## src/hdl/mnt_pkg.sv

```systemverilog
// Shared types, sizes and codes of the mesh neighbour table.
package mnt_pkg;

    localparam int TABLE_DEPTH = 32;
    localparam int IDX_W       = $clog2(TABLE_DEPTH);
    localparam int CNT_W       = $clog2(TABLE_DEPTH + 1);
    localparam int EVICT_CUT   = TABLE_DEPTH / 4;
    localparam int OUT_CNT_W   = 6;
    localparam int ADDR_W      = 24;
    localparam int TIME_W      = 32;
    localparam int RADIO_W     = 8;
    localparam int QUEUE_DEPTH = 2;
    localparam int QPTR_W      = $clog2(QUEUE_DEPTH);
    localparam int QCNT_W      = $clog2(QUEUE_DEPTH + 1);

    localparam logic [1:0] ST_DROP_NONE = 2'd0;
    localparam logic [1:0] ST_DROP_OWN  = 2'd1;
    localparam logic [1:0] ST_UPDATED   = 2'd2;
    localparam logic [1:0] ST_INSERTED  = 2'd3;

    localparam logic CFG_OWN_ADDRESS = 1'b0;
    localparam logic CFG_TIMEOUT     = 1'b1;

    localparam logic [TIME_W-1:0] TIMEOUT_RESET = 32'd300000;

    typedef struct packed {
        logic [ADDR_W-1:0]  src;
        logic [TIME_W-1:0]  now;
        logic [RADIO_W-1:0] rssi;
        logic [RADIO_W-1:0] snr;
        logic               has_dst;
        logic [ADDR_W-1:0]  dst;
        logic               drop_none;
        logic               drop_own;
        logic               dst_us;
    } item_t;

    typedef struct packed {
        logic [ADDR_W-1:0]  addr;
        logic [TIME_W-1:0]  last_seen;
        logic [RADIO_W-1:0] rssi;
        logic [RADIO_W-1:0] snr;
    } entry_t;

endpackage

```

## src/hdl/mnt_fifo.sv

```systemverilog
// Short queue between the front classifier and the table sequencer.
module mnt_fifo (
    input  logic           clk,
    input  logic           rst_n,
    input  logic           push_valid,
    output logic           push_ready,
    input  mnt_pkg::item_t push_item,
    output logic           pop_valid,
    input  logic           pop_ready,
    output mnt_pkg::item_t pop_item
);

    mnt_pkg::item_t                   slot_reg [mnt_pkg::QUEUE_DEPTH];
    logic [mnt_pkg::QPTR_W-1:0]       wr_ptr_reg;
    logic [mnt_pkg::QPTR_W-1:0]       rd_ptr_reg;
    logic [mnt_pkg::QCNT_W-1:0]       fill_reg;
    logic                             do_push;
    logic                             do_pop;

    assign push_ready = (fill_reg != mnt_pkg::QCNT_W'(mnt_pkg::QUEUE_DEPTH));
    assign pop_valid  = (fill_reg != '0);
    assign pop_item   = slot_reg[rd_ptr_reg];
    assign do_push    = push_valid && push_ready;
    assign do_pop     = pop_valid && pop_ready;

    always_ff @(posedge clk)
    begin
        if (do_push)
        begin
            slot_reg[wr_ptr_reg] <= push_item;
        end
    end

    always_ff @(posedge clk or negedge rst_n)
    begin
        if (!rst_n)
        begin
            wr_ptr_reg <= '0;
            rd_ptr_reg <= '0;
            fill_reg   <= '0;
        end
        else
        begin
            if (do_push)
            begin
                wr_ptr_reg <= wr_ptr_reg + 1'b1;
            end
            if (do_pop)
            begin
                rd_ptr_reg <= rd_ptr_reg + 1'b1;
            end
            if (do_push && !do_pop)
            begin
                fill_reg <= fill_reg + 1'b1;
            end
            else if (do_pop && !do_push)
            begin
                fill_reg <= fill_reg - 1'b1;
            end
        end
    end

endmodule

```

## src/hdl/mnt_front.sv

```systemverilog
// Front end: take input beats, classify drops and destination, hand on to the queue.
module mnt_front (
    input  logic                          clk,
    input  logic                          rst_n,
    input  logic                          s_tvalid,
    output logic                          s_tready,
    input  logic [95:0]                   s_tdata,
    input  logic [0:0]                    s_tuser,
    input  logic [mnt_pkg::ADDR_W-1:0]    own_address,
    output logic                          push_valid,
    input  logic                          push_ready,
    output mnt_pkg::item_t                push_item
);

    logic           stage_valid_reg;
    mnt_pkg::item_t stage_reg;
    mnt_pkg::item_t item_c;

    assign s_tready   = !stage_valid_reg || push_ready;
    assign push_valid = stage_valid_reg;
    assign push_item  = stage_reg;

    always_comb
    begin
        item_c.src       = s_tdata[23:0];
        item_c.now       = s_tdata[55:24];
        item_c.rssi      = s_tdata[63:56];
        item_c.snr       = s_tdata[71:64];
        item_c.dst       = s_tdata[95:72];
        item_c.has_dst   = s_tuser[0];
        item_c.drop_none = (s_tdata[23:0] == '0);
        item_c.drop_own  = (s_tdata[23:0] == own_address);
        item_c.dst_us    = (s_tdata[95:72] == own_address);
    end

    always_ff @(posedge clk)
    begin
        if (s_tvalid && s_tready)
        begin
            stage_reg <= item_c;
        end
    end

    always_ff @(posedge clk or negedge rst_n)
    begin
        if (!rst_n)
        begin
            stage_valid_reg <= 1'b0;
        end
        else if (s_tvalid && s_tready)
        begin
            stage_valid_reg <= 1'b1;
        end
        else if (push_ready)
        begin
            stage_valid_reg <= 1'b0;
        end
    end

endmodule

```

## src/hdl/mnt_back.sv

```systemverilog
// Back end: table store, walk sequencer for lookup, expiry and eviction, result register.
module mnt_back (
    input  logic                          clk,
    input  logic                          rst_n,
    input  logic                          pop_valid,
    output logic                          pop_ready,
    input  mnt_pkg::item_t                pop_item,
    input  logic [mnt_pkg::TIME_W-1:0]    timeout,
    output logic                          m_tvalid,
    input  logic                          m_tready,
    output logic [15:0]                   m_tdata
);

    localparam int IW = mnt_pkg::IDX_W;
    localparam int CW = mnt_pkg::CNT_W;

    localparam logic [2:0] S_IDLE = 3'd0;
    localparam logic [2:0] S_SRCH = 3'd1;
    localparam logic [2:0] S_EXP  = 3'd2;
    localparam logic [2:0] S_EVW  = 3'd3;
    localparam logic [2:0] S_WR   = 3'd4;
    localparam logic [2:0] S_DONE = 3'd5;

    logic [$bits(mnt_pkg::entry_t)-1:0] mem [mnt_pkg::TABLE_DEPTH];
    logic [$bits(mnt_pkg::entry_t)-1:0] rd_data_reg;

    logic [2:0]                       state_reg;
    mnt_pkg::item_t                   item_reg;
    logic [mnt_pkg::TABLE_DEPTH-1:0]  valid_reg;
    logic [CW-1:0]                    count_reg;
    logic [IW:0]                      cnt_reg;
    logic                             pend_reg;
    logic [IW-1:0]                    pidx_reg;
    logic                             src_found_reg;
    logic [IW-1:0]                    src_slot_reg;
    logic                             free_found_reg;
    logic [IW-1:0]                    free_slot_reg;
    logic                             dst_found_reg;
    logic [IW-1:0]                    dst_slot_reg;
    logic                             min_found_reg;
    logic [IW-1:0]                    min_slot_reg;
    logic                             best_found_reg;
    logic [IW-1:0]                    best_slot_reg;
    logic [mnt_pkg::TIME_W-1:0]       best_age_reg;
    logic [CW-1:0]                    evict_reg;
    logic [CW-1:0]                    round_reg;
    logic                             ins_reg;
    logic [IW-1:0]                    slot_reg;
    logic [1:0]                       status_reg;
    logic                             is_us_reg;
    logic                             known_reg;
    logic                             m_valid_reg;
    logic [15:0]                      m_data_reg;

    mnt_pkg::entry_t                  rd_entry;
    mnt_pkg::entry_t                  wr_entry;
    logic [mnt_pkg::TIME_W-1:0]       age;
    logic                             slot_v;
    logic                             walk_last;
    logic                             walking;
    logic                             src_hit;
    logic                             free_hit;
    logic                             dst_hit;
    logic                             exp_hit;
    logic                             best_take;
    logic [IW-1:0]                    src_slot_c;
    logic [IW-1:0]                    free_slot_c;
    logic [IW-1:0]                    min_slot_c;
    logic [IW-1:0]                    best_slot_c;
    logic [IW-1:0]                    ev_min_c;
    logic [CW-1:0]                    evict_c;
    logic                             out_free;

    assign pop_ready = (state_reg == S_IDLE);
    assign m_tvalid  = m_valid_reg;
    assign m_tdata   = m_data_reg;
    assign out_free  = !m_valid_reg || m_tready;

    always_comb
    begin
        rd_entry    = mnt_pkg::entry_t'(rd_data_reg);
        age         = item_reg.now - rd_entry.last_seen;
        slot_v      = valid_reg[pidx_reg];
        walk_last   = pend_reg && (pidx_reg == IW'(mnt_pkg::TABLE_DEPTH - 1));
        walking     = (state_reg == S_SRCH) || (state_reg == S_EXP) || (state_reg == S_EVW);
        src_hit     = pend_reg && slot_v && (rd_entry.addr == item_reg.src);
        free_hit    = pend_reg && !slot_v;
        dst_hit     = pend_reg && slot_v && (rd_entry.addr == item_reg.dst);
        exp_hit     = pend_reg && slot_v && (age > timeout);
        best_take   = pend_reg && slot_v && (!best_found_reg || (age > best_age_reg));
        src_slot_c  = src_found_reg ? src_slot_reg : pidx_reg;
        free_slot_c = free_found_reg ? free_slot_reg : pidx_reg;
        min_slot_c  = min_found_reg ? min_slot_reg : pidx_reg;
        best_slot_c = best_take ? pidx_reg : best_slot_reg;
        ev_min_c    = (min_found_reg && (min_slot_reg < best_slot_c)) ? min_slot_reg
                                                                       : best_slot_c;
        evict_c     = evict_reg + CW'(exp_hit);
        wr_entry.addr      = item_reg.src;
        wr_entry.last_seen = item_reg.now;
        wr_entry.rssi      = item_reg.rssi;
        wr_entry.snr       = item_reg.snr;
    end

    // table store: one write port, one registered read port
    always_ff @(posedge clk)
    begin
        if (state_reg == S_WR)
        begin
            mem[slot_reg] <= wr_entry;
        end
        rd_data_reg <= mem[cnt_reg[IW-1:0]];
    end

    always_ff @(posedge clk)
    begin
        if (state_reg == S_IDLE && pop_valid)
        begin
            item_reg <= pop_item;
        end
    end

    // result register: load when the verdict is ready and the slot is free
    always_ff @(posedge clk or negedge rst_n)
    begin
        if (!rst_n)
        begin
            m_valid_reg <= 1'b0;
            m_data_reg  <= '0;
        end
        else if (state_reg == S_DONE && out_free)
        begin
            m_valid_reg <= 1'b1;
            m_data_reg  <= {mnt_pkg::OUT_CNT_W'(count_reg),
                            mnt_pkg::OUT_CNT_W'(evict_reg),
                            known_reg, is_us_reg, status_reg};
        end
        else if (m_tready)
        begin
            m_valid_reg <= 1'b0;
        end
    end

    always_ff @(posedge clk or negedge rst_n)
    begin
        if (!rst_n)
        begin
            state_reg      <= S_IDLE;
            valid_reg      <= '0;
            count_reg      <= '0;
            cnt_reg        <= '0;
            pend_reg       <= 1'b0;
            pidx_reg       <= '0;
            src_found_reg  <= 1'b0;
            src_slot_reg   <= '0;
            free_found_reg <= 1'b0;
            free_slot_reg  <= '0;
            dst_found_reg  <= 1'b0;
            dst_slot_reg   <= '0;
            min_found_reg  <= 1'b0;
            min_slot_reg   <= '0;
            best_found_reg <= 1'b0;
            best_slot_reg  <= '0;
            best_age_reg   <= '0;
            evict_reg      <= '0;
            round_reg      <= '0;
            ins_reg        <= 1'b0;
            slot_reg       <= '0;
            status_reg     <= mnt_pkg::ST_DROP_NONE;
            is_us_reg      <= 1'b0;
            known_reg      <= 1'b0;
        end
        else
        begin
            // address issue for the slot walk; rewind at the end of each walk and when idle
            if (walk_last || (state_reg == S_IDLE))
            begin
                cnt_reg  <= '0;
                pend_reg <= 1'b0;
            end
            else if (walking)
            begin
                if (cnt_reg < (IW+1)'(mnt_pkg::TABLE_DEPTH))
                begin
                    cnt_reg  <= cnt_reg + 1'b1;
                    pend_reg <= 1'b1;
                    pidx_reg <= cnt_reg[IW-1:0];
                end
                else
                begin
                    pend_reg <= 1'b0;
                end
            end

            unique case (state_reg)
                S_IDLE:
                begin
                    if (pop_valid)
                    begin
                        src_found_reg  <= 1'b0;
                        free_found_reg <= 1'b0;
                        dst_found_reg  <= 1'b0;
                        min_found_reg  <= 1'b0;
                        best_found_reg <= 1'b0;
                        evict_reg      <= '0;
                        round_reg      <= '0;
                        known_reg      <= 1'b0;
                        is_us_reg      <= !pop_item.drop_none && !pop_item.drop_own
                                          && pop_item.has_dst && pop_item.dst_us;
                        if (pop_item.drop_none)
                        begin
                            status_reg <= mnt_pkg::ST_DROP_NONE;
                            state_reg  <= S_DONE;
                        end
                        else if (pop_item.drop_own)
                        begin
                            status_reg <= mnt_pkg::ST_DROP_OWN;
                            state_reg  <= S_DONE;
                        end
                        else
                        begin
                            state_reg <= S_SRCH;
                        end
                    end
                end
                S_SRCH:
                begin
                    if (src_hit && !src_found_reg)
                    begin
                        src_found_reg <= 1'b1;
                        src_slot_reg  <= pidx_reg;
                    end
                    if (free_hit && !free_found_reg)
                    begin
                        free_found_reg <= 1'b1;
                        free_slot_reg  <= pidx_reg;
                    end
                    if (dst_hit)
                    begin
                        dst_found_reg <= 1'b1;
                        dst_slot_reg  <= pidx_reg;
                    end
                    if (walk_last)
                    begin
                        priority if (src_found_reg || src_hit)
                        begin
                            ins_reg   <= 1'b0;
                            slot_reg  <= src_slot_c;
                            state_reg <= S_WR;
                        end
                        else if (count_reg < CW'(mnt_pkg::TABLE_DEPTH))
                        begin
                            ins_reg   <= 1'b1;
                            slot_reg  <= free_slot_c;
                            state_reg <= S_WR;
                        end
                        else
                        begin
                            state_reg <= S_EXP;
                        end
                    end
                end
                S_EXP:
                begin
                    if (exp_hit)
                    begin
                        valid_reg[pidx_reg] <= 1'b0;
                        count_reg           <= count_reg - 1'b1;
                        evict_reg           <= evict_c;
                        if (!min_found_reg)
                        begin
                            min_found_reg <= 1'b1;
                            min_slot_reg  <= pidx_reg;
                        end
                    end
                    if (walk_last)
                    begin
                        if (evict_c != '0)
                        begin
                            ins_reg   <= 1'b1;
                            slot_reg  <= min_slot_c;
                            state_reg <= S_WR;
                        end
                        else
                        begin
                            state_reg <= S_EVW;
                        end
                    end
                end
                S_EVW:
                begin
                    if (best_take)
                    begin
                        best_found_reg <= 1'b1;
                        best_slot_reg  <= pidx_reg;
                        best_age_reg   <= age;
                    end
                    if (walk_last)
                    begin
                        // drop the oldest entry of this round
                        valid_reg[best_slot_c] <= 1'b0;
                        count_reg              <= count_reg - 1'b1;
                        evict_reg              <= evict_reg + 1'b1;
                        min_found_reg          <= 1'b1;
                        min_slot_reg           <= ev_min_c;
                        best_found_reg         <= 1'b0;
                        round_reg              <= round_reg + 1'b1;
                        if (round_reg == CW'(mnt_pkg::EVICT_CUT - 1))
                        begin
                            ins_reg   <= 1'b1;
                            slot_reg  <= ev_min_c;
                            state_reg <= S_WR;
                        end
                    end
                end
                S_WR:
                begin
                    status_reg <= ins_reg ? mnt_pkg::ST_INSERTED : mnt_pkg::ST_UPDATED;
                    if (ins_reg)
                    begin
                        valid_reg[slot_reg] <= 1'b1;
                        count_reg           <= count_reg + 1'b1;
                    end
                    known_reg <= item_reg.has_dst && !item_reg.dst_us
                                 && ((item_reg.dst == item_reg.src)
                                     || (dst_found_reg && valid_reg[dst_slot_reg]));
                    state_reg <= S_DONE;
                end
                S_DONE:
                begin
                    if (out_free)
                    begin
                        state_reg <= S_IDLE;
                    end
                end
                default:
                begin
                    state_reg <= S_IDLE;
                end
            endcase
        end
    end

endmodule

```

## src/hdl/mesh_neighbor_table.sv

```systemverilog
// Top level of the mesh neighbour table: configuration registers and the front/back split.
//
// Usage: one input beat per received frame header on the s_ group, one result beat per
// input beat on the m_ group, in order. Configuration (own address, neighbour timeout in
// ms) is written through cfg_we/cfg_index/cfg_data while the block is idle.
// The front stage takes a beat whenever its holding register is empty or moving on, flags
// zero-source and own-source frames and compares the destination with our address, then
// hands the frame through a two-entry queue to the back end.
// The back end walks the 32-slot table one slot a cycle through its single read port:
// a frame that is dropped goes straight to the result; an update or an insert into a table
// with room takes one lookup walk plus the write and the result.
// An insert into a full table adds an expiry walk and, if nothing expired, TABLE_DEPTH/4
// oldest-entry walks, each dropping the oldest entry left.
// Reset clears all valid bits, the occupancy count, the queue and the result register;
// the table payload store is not cleared and is only read behind a valid bit, so the block
// takes beats from the first cycle after reset. The own address resets to zero and the
// timeout to 300000 ms.
// When the receiver stalls, the result is held in the output register, the back end
// waits with the next result and the queue and front stage keep absorbing beats until full.
module mesh_neighbor_table (
    input  logic        clk,
    input  logic        rst_n,
    input  logic        s_tvalid,
    output logic        s_tready,
    input  logic [95:0] s_tdata,   // source_address, now_ms, rssi_dbm, snr_quarter_db,
                                   // destination_address
    input  logic [0:0]  s_tuser,   // has_destination
    output logic        m_tvalid,
    input  logic        m_tready,
    output logic [15:0] m_tdata,   // status, destination_is_us, destination_known,
                                   // evicted_count, occupancy
    input  logic        cfg_we,
    input  logic [0:0]  cfg_index,
    input  logic [31:0] cfg_data
);

    logic [mnt_pkg::ADDR_W-1:0] own_reg;
    logic [mnt_pkg::TIME_W-1:0] timeout_reg;

    logic           push_valid;
    logic           push_ready;
    mnt_pkg::item_t push_item;
    logic           pop_valid;
    logic           pop_ready;
    mnt_pkg::item_t pop_item;

    // configuration registers: write-only, taken on any cycle with cfg_we high
    always_ff @(posedge clk or negedge rst_n)
    begin
        if (!rst_n)
        begin
            own_reg     <= '0;
            timeout_reg <= mnt_pkg::TIMEOUT_RESET;
        end
        else if (cfg_we)
        begin
            unique case (cfg_index[0])
                mnt_pkg::CFG_OWN_ADDRESS: own_reg     <= cfg_data[mnt_pkg::ADDR_W-1:0];
                mnt_pkg::CFG_TIMEOUT:     timeout_reg <= cfg_data;
                default:                  own_reg     <= own_reg;
            endcase
        end
    end

    // classify and hold one beat
    mnt_front u_front (
        .clk         (clk),
        .rst_n       (rst_n),
        .s_tvalid    (s_tvalid),
        .s_tready    (s_tready),
        .s_tdata     (s_tdata),
        .s_tuser     (s_tuser),
        .own_address (own_reg),
        .push_valid  (push_valid),
        .push_ready  (push_ready),
        .push_item   (push_item)
    );

    // decouple the front from the table walk
    mnt_fifo u_fifo (
        .clk        (clk),
        .rst_n      (rst_n),
        .push_valid (push_valid),
        .push_ready (push_ready),
        .push_item  (push_item),
        .pop_valid  (pop_valid),
        .pop_ready  (pop_ready),
        .pop_item   (pop_item)
    );

    // table walk, eviction and result beat
    mnt_back u_back (
        .clk       (clk),
        .rst_n     (rst_n),
        .pop_valid (pop_valid),
        .pop_ready (pop_ready),
        .pop_item  (pop_item),
        .timeout   (timeout_reg),
        .m_tvalid  (m_tvalid),
        .m_tready  (m_tready),
        .m_tdata   (m_tdata)
    );

endmodule

```

## config.mk

```make
export PLATFORM = sky130hd
export DESIGN_NAME = mesh_neighbor_table
export DESIGN_NICKNAME = d
export VERILOG_FILES = /design/src/hdl/mnt_pkg.sv /design/src/hdl/mnt_fifo.sv /design/src/hdl/mnt_front.sv /design/src/hdl/mnt_back.sv /design/src/hdl/mesh_neighbor_table.sv
export SDC_FILE = /design/constraint.sdc
export NUM_CORES = 2
export LEC_CHECK = 0
export BUFFER_PORTS_ARGS = -buffer_cell sky130_fd_sc_hd__buf_2
export CORE_MARGIN = 5
export CORE_UTILIZATION = 50
export CTS_BUF_LIST = sky130_fd_sc_hd__clkbuf_4
export DETAILED_ROUTE_END_ITERATION = 8
export PLACE_DENSITY_LB_ADDON = 0.12
export SLEW_MARGIN = 20
export SYNTH_ARGS = -nofsm -noshare
export SYNTH_HDL_FRONTEND = slang
export SYNTH_HIERARCHICAL = 1
export SYNTH_SLANG_ARGS = --single-unit
export TNS_END_PERCENT = 20
```

## constraint.sdc

```tcl
create_clock -name clk -period 6.54 [get_ports clk]
set_input_delay 1.308 -clock clk [delete_from_list [all_inputs] [get_ports clk]]
set_output_delay 1.308 -clock clk [all_outputs]
set_load 0.005 [all_outputs]
```

Yosys cells after proc, flatten, opt, wreduce, memory -nomap -nowiden --
Memory sizes are Yosys's and may differ from the RTL's. A register that Yosys moved wholly into a read port is not among the register bits. Index checks and enable logic that the tools add are counted.
Word-level totals: bits in registers 413, latch bits 0, memory bits (writable) 2504, ROM bits 0, input bits 135, output and inout bits 18, logic and storage cells 284, memories kept 2
Memories:
- u_back.mem | depth 32, width 72, read ports 1, clocked after Yosys merged registers in 1, write ports 1, line mnt_back.sv:24 | logic [$bits(mnt_pkg::entry_t)-1:0] mem [mnt_pkg::TABLE_DEPTH];
- u_fifo.slot_reg | depth 2, width 100, read ports 1, clocked after Yosys merged registers in 0, write ports 1, line mnt_fifo.sv:13 | mnt_pkg::item_t slot_reg [mnt_pkg::QUEUE_DEPTH];
Cells by class: add/subtract/negate cells 11, multipliers 0, divide/modulo/power cells 0, $lt $le $gt $ge 12, eq/ne operators 28, shift-type cells 0, mux-type cells 95, bitwise logic cells 7, reduce and logical (&&, ||, !) cells 81
Operators with widths (count):
- equality test 24 bit | 5
- 2-to-1 mux 32 bit | 3
- one-hot mux 32 bit (3 select lines) | 1
- 2-to-1 mux 5 bit | 14
- AND 32 bit | 2
- greater-than comparator 32 bit | 2
- NOT 32 bit | 2
- 2-to-1 mux 6 bit | 10
- one-hot mux 6 bit (3 select lines) | 2
- 2-to-1 mux 3 bit | 11
- 2-to-1 mux 1 bit | 32
- bitwise OR 32 bit | 1
- subtractor 32 bit | 1
- logical AND 1 bit | 25
- adder 6 x 1 -> 6 bit, second input constant | 4
- zero test 24 bit | 1
- < comparator 5 x 6 -> 1 bit, second input constant | 4
- AND reduction 3 bit | 8
- nonzero test 2 bit | 10
- one-hot mux 3 bit (6 select lines) | 1
- AND reduction 2 bit | 9
- inequality test 2 x 1 -> 1 bit, second input constant | 8
- demux 1 bit (select 5 bit) | 3
- greater-or-equal comparator 5 x 1 -> 1 bit, second input constant | 3
- other kinds (32) | 72

Logic depth before layout (Yosys ltp) --
depth in word-level cells 13, gate-level depth with buffers 33, gate-level depth less buffers 31

Cells and area by module --
The synthesis kept the hierarchy.
Modules (own cells, without submodules):
- mnt_back | times used 1, cells an instance 4068, area an instance 83634.0 um^2, seq. area each 61248.7 um^2
- mnt_fifo | times used 1, cells an instance 329, area an instance 7860.0 um^2, seq. area each 6105.9 um^2
- mnt_front | times used 1, cells an instance 177, area an instance 3626.0 um^2, seq. area each 3027.9 um^2
- mesh_neighbor_table | times used 1, cells an instance 120, area an instance 2172.1 um^2, seq. area each 1411.4 um^2

Worst setup path before layout --
OpenSTA, ideal clock, no wires.
path type register -> register, start point register u_back/item_reg[45] (netlist bit), end point register u_back.min_slot_reg[1], setup time 0.127 ns, arrival time 6.283 ns, required time 6.413 ns, slack 0.130 ns, stages on the path, launching flop included 29, path buffers 2, clock period less this slack 6.410 ns, cells stage by stage edfxtp_1 > ha_1 > nor2b_1 > o31a_1 > o41ai_1 > o311a_1 > a211oi_1 > o21a_1 > o21a_1 > or3_1 > and2_1 > ha_1 > a21o_1 > a221o_1 > a221oi_1 > o221a_2 > o21a_1 > o21ai_1 > and2_1 > buf_6 > ha_1 > a21o_1 > a21o_1 > nor3_1 > nand4_1 > and3_1 > buf_2 > a211oi_1 > o2bb2ai_1
On the way: longest elaborated chain between the ends 10, elaborated cells between the ends (all ways) 14, those cells by class 1 x add/sub; 3 x order compare; 1 x eq/ne; 4 x mux; 5 x reduce/logical
Ends and longest elaborated chain:
- start: declaration | line mnt_back.sv:28 | mnt_pkg::item_t item_reg;
- start signal: assignment | line mnt_back.sv:118 | item_reg <= pop_item;
- subtractor 32 bit (*) | line mnt_back.sv:82 | age = item_reg.now - rd_entry.last_seen;
- named net u_back.age (one bit) | line mnt_back.sv:57 | logic [mnt_pkg::TIME_W-1:0] age;
- greater-than comparator 32 bit | line mnt_back.sv:90 | best_take = pend_reg && slot_v && (!best_found_reg || (age > best_age_reg));
- logical OR 1 bit | line mnt_back.sv:90
- logical AND 1 bit | line mnt_back.sv:90
- 2-to-1 mux 5 bit
- < comparator 5 bit | line mnt_back.sv:95 | ev_min_c = (min_found_reg && (min_slot_reg < best_slot_c)) ? min_slot_reg
- logical AND 1 bit | line mnt_back.sv:95
- 2-to-1 mux 5 bit | line mnt_back.sv:95
- 2-to-1 mux 5 bit | line mnt_back.sv:297 | if (walk_last)
- one-hot mux 5 bit (2 select lines) | line mnt_back.sv:194 | unique case (state_reg)
- end signal: assignment | line mnt_back.sv:272 | min_slot_reg <= pidx_reg;
- end signal: assignment | line mnt_back.sv:304 | min_slot_reg <= ev_min_c;
- end: declaration | line mnt_back.sv:41 | logic [IW-1:0] min_slot_reg;
Mark *: on every way through the listed nets, which the timed path passes. The rest lies on a longest branch. The select of a mux whose other input is x is not followed. A chain may end at the register's enable or synchronous reset.

Worst setup path in the final report --
start point register u_back/item_reg[45] (netlist bit), end point register u_back.min_slot_reg[4]
The elaborated chain is that of the path after synthesis.

==> results.py <==
metrics = {
    "die": {
        "die-width_um": 447,
        "placementRows": 160,
        "io_pins": 153,
        "dieArea_um2": 200000,
        "core_um2": 190000,
        "die_h_um": 447,
        "start_util_pct": 50.3,
    },
    "clock_network": {
        "cts_max_level": 6,
        "clkTransAtPathRegs_ns": 0.06,
        "cts_tree": "done",
        "cts_max_path_buffers": 4,
        "insertion_delay_ns": 1.38,
        "clock_sink_count": 2397,
        "numCtsBuffers": 628,
        "cts_root_buffer": "clkbuf_4",
    },
    "final_layout": {
        "regArea_um2": 70400,
        "fillers": 14500,
        "drive_gt1_share_pct": 38.5,
        "final_core_util_pct": 57.7,
        "nets": 5726,
        "multi_input_area_um2": 24300,
        "largest_reg_flops": 1792,
        "area_growth_pct": 14.8,
    },
    "worst_setup_path": {
        "crit_arrival_ns": 7.54,
        "end_kind": "flop",
        "cp_top_family": "compound AO/OA/AOI/OAI gates",
        "start_kind": "flop",
        "slowest_delay_ns": 0.41,
        "cp_max_fo": 8,
        "crit_buf_inv": 2,
        "path_class": "flop to flop",
        "cp.required_ns": 7.74,
        "cpMostUsedCell": "a21o_1",
        "cpMaxStageDelayCell": "edfxtp_1",
    },
    "detailed_routing": {
        "wirelength_um": 253000,
        "vias_per_cell": 5.93,
        "vias": 50100,
        "ant_nets": 0,
        "dr.pass1.iters": 7,
        "drt_iter0_drc": 5425,
        "drc": 0,
        "wl_per_cell_um": 30.0,
    },
    "synthesis": {
        "ys_warn_count": 6,
        "synth.cell_area_um2": 95600,
        "postSynthAreaPerCell_um2": 20.7,
        "syn_inst": 4629,
        "syn_nets": 4875,
    },
    "outcome": {
        "status": "complete, no violations",
    },
    "placed_design": {
        "dp_hpwl_um": 137000,
        "gp_congestion": 0.861,
        "io_buffers": 136,
    },
    "timing": {
        "rsz0062_at_grt": "yes",
        "period_needed_ns": 6.34,
        "clock_skew_ns": 0.0957,
        "tightest_slew_ns": 1.19,
        "timing.fmax_mhz": 158,
        "slew_violations": 0,
        "relSlewSlack_pct": 20.4,
        "hold_viol": 0,
        "finalCritPeriodShare_pct": 96.9,
        "setup_viol": 0,
    },
    "global_route": {
        "grt_util_all_layers_pct": 25.5,
        "grt_max_degree": 110,
        "first_global_vias": 50900,
        "grt_pass1_wl_um": 361000,
        "grt-ovfl-total": 0,
        "antenna_found_initial": 7,
    },
    "flow_run": {
        "drv_cap": 0,
    },
    "power": {
        "power_mw": 45.8,
        "peakVddDrop_mv": 0.558,
        "p_leak_nw": 37.6,
        "power_density_nw_per_um2": 417,
    },
    "worst_hold_path": {
        "hold_class": "input pin to flop",
    },
}
==> power by group <==
| group | switching [mW] | internal, mW |
|---|---|---|
| registers | 0.891 | 18.9 |
| logic | 7.16 | 6.01 |
| clock network | 5.92 | 6.90 |
==> cell type report <==
| type | instances | share of cell area, % |
|---|---|---|
| Antenna cell | 3 | 0.00684 |
| Clock buffer | 947 | 6.48 |
| Clock inverter | 136 | 0.697 |
| Inverter | 135 | 0.464 |
| Multi-Input combinational cell | 1889 | 22.2 |
| Sequential cell | 2397 | 64.1 |
| Tap cell | 2511 | 2.86 |
| Timing Repair Buffer | 429 | 3.19 |
==> metrics by stage <==
stage          cells  setup TNS, ns  hold WS, ns  area [µm²]  setup WS (ns)
6_report        8447              0        0.196      110000          0.204
5_1_grt         8447         -0.209       0.0471      110000        -0.0426
4_1_cts         8432              0      0.00117      109000         0.0375
3_5_place_dp    7284          -2.39        0.431      101000         -0.284
3_3_place_gp    7281          -2.03        0.423      101000         -0.250
2_1_floorplan   4629              0        0.421       95600          0.130
==> routing by layer <==
layer / global-route usage (%) / up-vias / share of wire [%]
met1: 35.6 / 26400 / 41
met4: 8.16 / 0 / 2.6
li1: - / 21100 / -
met3: 5.93 / 370 / 8.1
met2: 40.3 / 2323 / 48
met5: 0 / - / 0
==> worst reg2reg max path: cells and delay by family (launching register included) <==
kind                       cells  cell delay [ns]
and+or+nand+nor                5             1.13
AOI/OAI and AO/OA             18             3.54
DFF                            1             0.41
buffers and inverters          2             0.34
adders and majority gates      3             0.81
==> cell usage in the layout, fill, tap and decap left out, types with 34 or more instances in the layout <==
master and count:
xnor2_1 71, clkinv_1 93, buf_4 189, a21oi_1 76
mux2_2 130, ha_1 103, nor2_4 35, nor2_1 68
clkbuf_4 947, o21ai_0 57, nand2_1 100, buf_2 135
a21o_1 36, xor2_1 94, dfrtp_1 201, dlygate4sd3_1 64
mux2_1 34, edfxtp_1 2126, mux4_2 571, dfxtp_1 56
mux2_4 94, inv_1 132
==> repair_timing <==
action / in CTS / in global routing
setup endpoints to repair: 12 / 13
gates resized for setup: 10 / 56
pin swaps: 4 / 38
hold endpoints to repair: 163 / 0
hold buffers: 64 / 0
setup buffers: 1 / 9
==> worst paths after layout <==
| check | from | end | slack, ns | depth (start not counted) |
|---|---|---|---|---|
| setup / recovery | u_back/item_reg[45] | u_back/min_slot_reg[4] | 0.20 | 28 |
| hold / removal | s_tdata[48] | u_front/push_item[68] | 0.20 | 1 |
| setup reg to reg | u_back/item_reg[45] | u_back/min_slot_reg[4] | 0.20 | 28 |
| hold reg to reg | u_front/push_item[96] | u_fifo/slot_reg[0][96] | 0.39 | 0 |
| max in group asynchronous | rst_n | u_back/cnt_reg[4] | 4.60 | 3 |
| min in group asynchronous | rst_n | u_back/m_tdata[9] | 0.56 | 2 |
Note: power is estimated with default switching activity, not from simulation.
